$ cat config.mk
export PLATFORM = sky130hd
export DESIGN_NAME = mouse_input_report_builder
export DESIGN_NICKNAME = d
export VERILOG_FILES = /design/src/hdl/mirb_pkg.sv /design/src/hdl/mouse_input_report_builder.sv
export SDC_FILE = /design/constraint.sdc
export NUM_CORES = 1
export LEC_CHECK = 0
export ABC_AREA = 0
export BUFFER_PORTS_ARGS = -buffer_cell sky130_fd_sc_hd__buf_2
export CAP_MARGIN = 20
export CORE_ASPECT_RATIO = 0.6
export CORE_MARGIN = 1
export CORE_UTILIZATION = 50
export CTS_CLUSTER_DIAMETER = 30
export DETAILED_ROUTE_END_ITERATION = 16
export GPL_TIMING_DRIVEN = 0
export PLACE_DENSITY = 0.69
export SLEW_MARGIN = 20
export SYNTH_ARGS = -nofsm -noshare
export SYNTH_HDL_FRONTEND = slang
export SYNTH_SLANG_ARGS = --single-unit
export TNS_END_PERCENT = 1
$ cat constraint.sdc
create_clock -name clk -period 10.5 [get_ports clk]
set_clock_uncertainty 0.05 [all_clocks]
set_input_delay 2.1 -clock clk [delete_from_list [all_inputs] [get_ports clk]]
set_output_delay 2.1 -clock clk [all_outputs]
set_load 0.02 [all_outputs]
$ cat src/hdl/mirb_pkg.sv
package mirb_pkg;

    localparam int NUM_BUTTONS = 6;
    localparam int REPORT_BUTTONS = 5;
    localparam int MIDDLE_BUTTON = 2;

    localparam logic [7:0] DEBOUNCE_TIME_RESET = 8'd200;

    // always level-driven buttons (no edge flag)
    localparam logic [5:0] ALWAYS_LEVEL_MASK = 6'b110000;

    localparam logic [7:0] STEP_DOWN_FLAG = 8'h40;
    localparam logic [7:0] STEP_UP_FLAG = 8'h80;

    // configuration register indexes
    localparam logic [1:0] CFG_DEBOUNCE_TIME = 2'd0;
    localparam logic [1:0] CFG_INVERT_X = 2'd1;
    localparam logic [1:0] CFG_INVERT_Y = 2'd2;
    localparam logic [1:0] CFG_INVERT_WHEEL = 2'd3;

    typedef struct packed {
        logic [5:0]         button_levels;
        logic [3:0]         edge_seen;
        logic [1:0]         wheel_pins;
        logic signed [15:0] delta_x;
        logic signed [15:0] delta_y;
        logic               bank_busy;
    } in_item_t;

    typedef struct packed {
        logic [5:0]         debounced_buttons;
        logic               kill_bank;
        logic               send_report;
        logic [4:0]         report_buttons;
        logic signed [15:0] report_x;
        logic signed [15:0] report_y;
        logic signed [7:0]  report_wheel;
    } out_item_t;

    // half-step quadrature table, rows beyond five fall back to row zero
    function automatic logic [7:0] half_step_row(input logic [3:0] row, input logic [1:0] pins);
        logic [7:0] entry;
        begin
            entry = 8'h00;
            case (row)
                4'd1:
                begin
                    case (pins)
                        2'd0: entry = 8'h83;
                        2'd1: entry = 8'h00;
                        2'd2: entry = 8'h01;
                        default: entry = 8'h00;
                    endcase
                end
                4'd2:
                begin
                    case (pins)
                        2'd0: entry = 8'h43;
                        2'd1: entry = 8'h02;
                        2'd2: entry = 8'h00;
                        default: entry = 8'h00;
                    endcase
                end
                4'd3:
                begin
                    case (pins)
                        2'd0: entry = 8'h03;
                        2'd1: entry = 8'h05;
                        2'd2: entry = 8'h04;
                        default: entry = 8'h00;
                    endcase
                end
                4'd4:
                begin
                    case (pins)
                        2'd0: entry = 8'h03;
                        2'd1: entry = 8'h03;
                        2'd2: entry = 8'h04;
                        default: entry = 8'h40;
                    endcase
                end
                4'd5:
                begin
                    case (pins)
                        2'd0: entry = 8'h03;
                        2'd1: entry = 8'h05;
                        2'd2: entry = 8'h03;
                        default: entry = 8'h80;
                    endcase
                end
                default:
                begin
                    case (pins)
                        2'd0: entry = 8'h03;
                        2'd1: entry = 8'h02;
                        2'd2: entry = 8'h01;
                        default: entry = 8'h00;
                    endcase
                end
            endcase
            return entry;
        end
    endfunction

endpackage

$ cat src/hdl/mouse_input_report_builder.sv
// mouse input report builder, one input transfer per sensor tick
// in channel: in_valid / in_ready with in_data (levels, edges, wheel pins,
//   dx, dy, bank busy); one result transfer on out_valid / out_ready per tick
// config: cfg_write with cfg_index / cfg_data, written by the user while idle; the block does not enforce it
// path: the input transfer is captured in the input register, then the debounce,
//   wheel and accumulate logic writes the result register, which drives out_valid
// throughput: one tick per cycle; the input register and result register form
//   a two-stage pipeline that advances whenever the result slot is free
// reset: all debounce timers, wheel state and accumulators clear to zero,
//   debounce time goes to 200 ticks and all inversions off
// receiver stall: the result register holds, the input register fills and
//   in_ready drops until out_ready returns; no transfer is lost or repeated
module mouse_input_report_builder (
    input  logic               clk,
    input  logic               rst_n,
    input  logic               in_valid,
    output logic               in_ready,
    input  mirb_pkg::in_item_t in_data,
    output logic               out_valid,
    input  logic               out_ready,
    output mirb_pkg::out_item_t out_data,
    input  logic               cfg_write,
    input  logic [1:0]         cfg_index,
    input  logic [7:0]         cfg_data
);

    logic [7:0] debounce_time_reg;
    logic       invert_x_reg;
    logic       invert_y_reg;
    logic       invert_wheel_reg;

    logic                in_valid_reg;
    mirb_pkg::in_item_t  in_data_reg;
    logic                out_valid_reg;
    mirb_pkg::out_item_t out_data_reg;
    mirb_pkg::out_item_t out_data_next;

    logic [5:0] prev_debounced_reg, prev_debounced_next;
    logic [7:0] release_timer_reg [mirb_pkg::NUM_BUTTONS];
    logic [7:0] release_timer_next [mirb_pkg::NUM_BUTTONS];
    logic [7:0] wheel_state_reg, wheel_state_next;
    logic [1:0] last_pins_reg, last_pins_next;
    logic [4:0] acc_buttons_reg, acc_buttons_next;
    logic [4:0] sent_buttons_reg, sent_buttons_next;
    logic [15:0] acc_x_reg, acc_x_next;
    logic [15:0] acc_y_reg, acc_y_next;
    logic [7:0] acc_wheel_reg, acc_wheel_next;

    logic advance;
    logic [5:0] released;
    logic [7:0] timer_inc;
    logic [7:0] step;
    logic changed;
    logic send;
    logic [4:0] base_buttons;
    logic [15:0] base_x, base_y;
    logic [7:0] base_wheel;

    assign advance = in_valid_reg && (!out_valid_reg || out_ready);
    assign in_ready = !in_valid_reg || advance;
    assign out_valid = out_valid_reg;
    assign out_data = out_data_reg;

    always_ff @(posedge clk or negedge rst_n)
    begin
        if (!rst_n)
        begin
            debounce_time_reg <= mirb_pkg::DEBOUNCE_TIME_RESET;
            invert_x_reg <= 1'b0;
            invert_y_reg <= 1'b0;
            invert_wheel_reg <= 1'b0;
        end
        else if (cfg_write)
        begin
            unique case (cfg_index)
                mirb_pkg::CFG_DEBOUNCE_TIME: debounce_time_reg <= cfg_data;
                mirb_pkg::CFG_INVERT_X:      invert_x_reg <= cfg_data[0];
                mirb_pkg::CFG_INVERT_Y:      invert_y_reg <= cfg_data[0];
                mirb_pkg::CFG_INVERT_WHEEL:  invert_wheel_reg <= cfg_data[0];
                default: ;
            endcase
        end
    end

    always_comb
    begin
        timer_inc = 8'd0;
        released = in_data_reg.button_levels
                   & (~{2'b00, in_data_reg.edge_seen} | mirb_pkg::ALWAYS_LEVEL_MASK);

        // debounce: press at once, release after enough quiet ticks
        for (int i = 0; i < mirb_pkg::NUM_BUTTONS; i++)
        begin
            timer_inc = release_timer_reg[i] + 8'd1;
            if (prev_debounced_reg[i] && released[i])
            begin
                release_timer_next[i] = timer_inc;
                prev_debounced_next[i] = timer_inc < debounce_time_reg;
            end
            else
            begin
                release_timer_next[i] = 8'd0;
                prev_debounced_next[i] = !released[i];
            end
        end

        // wheel decode, only stepped when the pins move, no step while the middle button is down
        wheel_state_next = wheel_state_reg;
        last_pins_next = last_pins_reg;
        step = 8'd0;
        if (in_data_reg.wheel_pins != last_pins_reg)
        begin
            wheel_state_next = mirb_pkg::half_step_row(wheel_state_reg[3:0],
                                                       in_data_reg.wheel_pins);
            last_pins_next = in_data_reg.wheel_pins;
            if ((wheel_state_next & mirb_pkg::STEP_DOWN_FLAG) != 8'd0)
                step = 8'hff;
            if ((wheel_state_next & mirb_pkg::STEP_UP_FLAG) != 8'd0)
                step = 8'h01;
        end
        if (prev_debounced_next[mirb_pkg::MIDDLE_BUTTON])
            step = 8'd0;

        changed = (prev_debounced_next != prev_debounced_reg)
                  || (in_data_reg.delta_x != 16'sd0)
                  || (in_data_reg.delta_y != 16'sd0)
                  || (step != 8'd0);

        // busy bank: kill it and pile the new tick on top of the old totals; idle bank: start from zero
        sent_buttons_next = sent_buttons_reg;
        if (in_data_reg.bank_busy)
        begin
            base_buttons = acc_buttons_reg;
            base_x = acc_x_reg;
            base_y = acc_y_reg;
            base_wheel = acc_wheel_reg;
        end
        else
        begin
            if (changed)
                sent_buttons_next = acc_buttons_reg;
            base_buttons = 5'd0;
            base_x = 16'd0;
            base_y = 16'd0;
            base_wheel = 8'd0;
        end

        acc_buttons_next = acc_buttons_reg;
        acc_x_next = acc_x_reg;
        acc_y_next = acc_y_reg;
        acc_wheel_next = acc_wheel_reg;
        send = 1'b0;
        if (changed)
        begin
            acc_buttons_next = base_buttons | prev_debounced_next[mirb_pkg::REPORT_BUTTONS-1:0];
            acc_x_next = invert_x_reg ? base_x - in_data_reg.delta_x
                                      : base_x + in_data_reg.delta_x;
            acc_y_next = invert_y_reg ? base_y - in_data_reg.delta_y
                                      : base_y + in_data_reg.delta_y;
            acc_wheel_next = invert_wheel_reg ? base_wheel - step : base_wheel + step;
            send = (acc_buttons_next != sent_buttons_next) || (acc_x_next != 16'd0)
                   || (acc_y_next != 16'd0) || (acc_wheel_next != 8'd0);
        end

        out_data_next.debounced_buttons = prev_debounced_next;
        out_data_next.kill_bank = changed && in_data_reg.bank_busy;
        out_data_next.send_report = send;
        out_data_next.report_buttons = send ? acc_buttons_next : 5'd0;
        out_data_next.report_x = send ? acc_x_next : 16'd0;
        out_data_next.report_y = send ? acc_y_next : 16'd0;
        out_data_next.report_wheel = send ? acc_wheel_next : 8'd0;
    end

    always_ff @(posedge clk or negedge rst_n)
    begin
        if (!rst_n)
        begin
            in_valid_reg <= 1'b0;
            out_valid_reg <= 1'b0;
            prev_debounced_reg <= 6'd0;
            for (int i = 0; i < mirb_pkg::NUM_BUTTONS; i++)
                release_timer_reg[i] <= 8'd0;
            wheel_state_reg <= 8'd0;
            last_pins_reg <= 2'd0;
            acc_buttons_reg <= 5'd0;
            sent_buttons_reg <= 5'd0;
            acc_x_reg <= 16'd0;
            acc_y_reg <= 16'd0;
            acc_wheel_reg <= 8'd0;
        end
        else
        begin
            if (in_ready)
                in_valid_reg <= in_valid;
            if (advance)
            begin
                out_valid_reg <= 1'b1;
                prev_debounced_reg <= prev_debounced_next;
                for (int i = 0; i < mirb_pkg::NUM_BUTTONS; i++)
                    release_timer_reg[i] <= release_timer_next[i];
                wheel_state_reg <= wheel_state_next;
                last_pins_reg <= last_pins_next;
                acc_buttons_reg <= acc_buttons_next;
                sent_buttons_reg <= sent_buttons_next;
                acc_x_reg <= acc_x_next;
                acc_y_reg <= acc_y_next;
                acc_wheel_reg <= acc_wheel_next;
            end
            else if (out_ready)
                out_valid_reg <= 1'b0;
        end
    end

    // payload registers, no reset needed
    always_ff @(posedge clk)
    begin
        if (in_ready && in_valid)
            in_data_reg <= in_data;
        if (advance)
            out_data_reg <= out_data_next;
    end

endmodule
* After elaboration in Yosys (flattened, before gate mapping)
Cells that the tools add are included.
** Word-level totals
- Input port bits :: 60
- Output and inout bits :: 55
- Logic and storage cells :: 148
- Register bits after elaboration :: 221
** Operators by class
- Reduce and logical (&&, ||, !) cells :: 41
- Add/subtract/negate cells :: 12
- Bitwise operators :: 3
- $lt $le $gt $ge :: 6
- Mux-type cells :: 40
- Eq/ne operators :: 13
** Operator list (number)
- $mux 8 :: 14
- $mux 16 :: 6
- $reduce_bool 16->1 :: 4
- $add 8x1->8 const B :: 6
- $lt 8x8->1 :: 6
- $pmux 8 s5 :: 1
- $add 16x16->16 :: 2
- $pmux 8 s2 :: 2
- $sub 16x16->16 :: 2
- $pmux 7 s2 :: 2
- $mux 5 :: 4
- $reduce_bool 8->1 :: 2
- $reduce_and 2->1 :: 5
- $logic_and 1x1->1 :: 9
- $mux 1 :: 9
- $pmux 3 s3 :: 1
- $add 8x8->8 :: 1
- $eq 4x2->1 const B :: 2
- $eq 4x3->1 const B :: 2
- $logic_not 1->1 :: 8
- $logic_or 1x1->1 :: 8
- $sub 8x8->8 :: 1
- $and 6x6->6 :: 1
- $eq 2x2->1 const B :: 3
- 11 further kinds :: 14

* Depth between registers and ports, before layout
- Word-level depth :: 18
- Mapped depth :: 28
- Mapped depth without buffers :: 27

* Worst setup path after synthesis
No wires, ideal clock.
- Kind :: register to register
- Start :: reg release_timer_reg[24] (netlist bit)
- End :: reg out_data_reg, in the netlist out_data[41] (data pin)
- Path slack :: 4795 ps
- Path buffers :: 1
- Arrival time :: 5400 ps
- Required time :: 10196 ps
- Cell stages (with the launch flop) :: 28
- Period minus slack after synthesis :: 5705 ps
- Library setup time :: 254 ps
- Cell sequence :: dfrtp_1 -> and3_1 -> and3_1 -> and3_1 -> xor2_1 -> ha_1 -> nand3_1 -> and4b_1 -> o21ai_0 -> o21ai_0 -> clkbuf_1 -> nand2b_1 -> inv_1 -> nand2_1 -> ha_1 -> a21oi_1 -> fa_1 -> nor4b_1 -> and3_1 -> nand4_1 -> a2111oi_1 -> nand4_1 -> nor4b_1 -> and4_1 -> nand4_1 -> nor4_1 -> a41o_2 -> nor2_1
** RTL lines
- start, declared :: RTL line mouse_input_report_builder.sv:39 : logic [7:0] release_timer_reg [mirb_pkg::NUM_BUTTONS];
- start signal, assigned by index :: RTL line mouse_input_report_builder.sv:200 : release_timer_reg[i] <= release_timer_next[i];
- end signal, assigned :: RTL line mouse_input_report_builder.sv:220 : out_data_reg <= out_data_next;
- end, declared :: RTL line mouse_input_report_builder.sv:35 : mirb_pkg::out_item_t out_data_reg;

==> results.cfg <==
[critical_path]
max_stage_delay_ns = 0.66
startpoint_type = flop
r2r_setup_slack_ns = 3.10
slowest_stage = nor4b_1
required_ns = 10.72
crit_path_frequent_cell = and3_1
cp-end-kind = flop
cp_num_buf_inv = 2
worst-setup-path-type = flop to flop
path_max_fanout = 10
crit_arrival_ns = 7.61
crit_family = simple AND/OR/NAND/NOR gates

[floorplan]
die_h_um = 127
die_width_um = 210
io_pins = 115
initial_core_util_pct = 51.1
die_area_um2 = 26600
core-area_um2 = 25300
rows = 45

[routing]
dr.pass1.iters = 6
routedWlPerCell_um = 19.6
avgViaCountPerCell = 5.90
drtIter0Drc = 1064
ant_nets = 0
wl_mm = 36.1
vias = 10900
drc = 0

[logic_synthesis]
synth_cell_type_count = 75
netlist_area_um2 = 12900
synth_fp_nets = 1484
async_flop_share_pct = 55.5
synth-xor-area-share_pct = 6.77
synth_compound_area_share_pct = 14.6
syn_area_per_cell_um2 = 9.76
synth-simple-area-share_pct = 19.5
synth_top_family_by_area = simple AND/OR/NAND/NOR gates
synth_fa_ha_area_share_pct = 9.65
synthMuxAreaShare_pct = 0.744
synth-edff-count = 98
seq_area_frac_synth_pct = 46.3
synth_ff_type = dfrtp_1
yosys_warnings = 0
ys_ff_latch = 220
syn_inst = 1326

[cells_and_area]
nFillCells = 2163
largest_reg_flops = 53
layout_common_cells = 187 x nand2_1, 119 x dfrtp_1, 116 x buf_2, 111 x nor2_1, 108 x o21ai_0
final_common_cell = nand2_1
syn_to_final_growth_pct = 18.7
drive_gt1_share_pct = 14.7
finalNonFillerCells = 1842
num_antenna_cells = 0
final_nets = 1641

[clock_tree]
htree_levels = 2
root_buffer = clkbuf_16
clock_sinks = 220
clock_path_buffers = 3
cts_resized = 0
cts.clk_slew.worst_paths_ns = 0.05
cts_inserted_buffers = 39
cts_setup_buffers = 0
cts_tree = done
cts_hold_buf = 0
clock_latency_ns = 0.53

[global_routing]
grt_pass1_wl_mm = 56.7
grt_pass1_vias = 9975
grt_max_degree = 68
grt_overflow = 0
grt.total_usage_pct = 27.8
antenna_found_initial = 0

[sta]
slew_viol_final = 0
max_freq_mhz = 135
final-setup-viol-count = 0
fin_crit_ns = 7.40
max-slew-margin-rel_pct = 42.8
hold_viol = 0
setup_tns_ns = 0
rsz0062_at_grt = no
finalCritPeriodShare_pct = 70.4
whs_ns = 0.418
worstMarginPinSlew_ns = 0.852

[placed_design]
io_buffers = 114
dp.final_hpwl_mm = 26.4
dp_cells = 1771
globalplace.congestion = 0.956

[pwr]
finalPower_mw = 3.76
ir_drop_mv = 0.169
p_leak_nw = 6.72
p_per_area_nw_per_um2 = 245

[hold_path]
holdCritPathClass = flop to flop

[run]
cap_violations = 0

[outcome]
outcome = complete, no violations
-- power by group --
group          total [mW]  internal [mW]  switching, mW
registers            1.21           1.12         0.0952
logic                1.24          0.433          0.803
clock network        1.32          0.852          0.464
-- layout make-up --
type | count | area (µm²) | share of cell area (%)
Multi-Input combinational cell | 1028 | 6640 | 43.2
Clock inverter | 22 | 277 | 1.80
Tap cell | 329 | 412 | 2.68
Sequential cell | 220 | 6000 | 39.0
Inverter | 34 | 128 | 0.830
Buffer | 44 | 195 | 1.27
Clock buffer | 49 | 1100 | 7.13
Timing Repair Buffer | 116 | 628 | 4.09
-- Yosys cell counts, drive strengths merged (25+ instances only) --
master,number,area [µm²]
xor2,32,280
nor3,25,135
nand2,187,702
inv,34,128
and2,37,231
a22o,33,289
nand3,51,255
and3,26,163
a21oi,59,303
ha,95,1190
dfrtp,119,2980
xnor2,68,596
edfxtp,98,2940
o21ai,111,556
clkbuf,36,135
nor2,111,417
-- routing by layer --
layer | vias up | global-route usage, % | wire [µm]
met5 | - | 0 | 0
li1 | 5104 | - | -
met3 | 67 | 8.15 | 3710
met2 | 467 | 36.9 | 14000
met4 | 0 | 7.30 | 763
met1 | 5225 | 43.3 | 17600
-- path summary, 6_finish.rpt --
path                                                        start  cells after the start                                to
worst min register to register       acc_wheel_reg[1]$_DFFE_PN0P_                      2      acc_wheel_reg[1]$_DFFE_PN0P_
worst max register to register  release_timer_reg[24]$_DFFE_PN0P_                     27        out_data[41]$_SDFFCE_PN0P_
min in group asynchronous                                   rst_n                      1  release_timer_reg[5]$_DFFE_PN0P_
worst max-delay path            release_timer_reg[24]$_DFFE_PN0P_                     27        out_data[41]$_SDFFCE_PN0P_
max in group asynchronous                                   rst_n                      2  debounce_time_reg[6]$_DFFE_PN1P_
worst min-delay path                 acc_wheel_reg[1]$_DFFE_PN0P_                      2      acc_wheel_reg[1]$_DFFE_PN0P_
-- worst min-delay path, stage by stage (launching register included) --
cell and delay [ns]:
dfrtp_1 0.33, nand2_1 0.05, nand2_1 0.05
-- kinds of logic after synthesis --
group / after synthesis
AO/OA/AOI/OAI: 294
AND/OR/NAND/NOR: 527
XOR/XNOR: 100
flip-flops: 220
multiplexers: 9
buffers and inverters: 78
adder cells (fa/ha/maj): 98
-- metrics by stage --
stage | worst slack [ns] | util, % | cell area (µm²)
2_1_floorplan | 4.80 | - | 12900
3_3_place_gp | 3.48 | 55.0 | 13900
3_5_place_dp | 3.36 | 55.2 | 14000
4_1_cts | 3.29 | 60.6 | 15400
5_1_grt | 2.64 | 60.7 | 15400
6_report | 3.10 | 60.7 | 15400
Note: power is estimated with default switching activity, not from simulation.
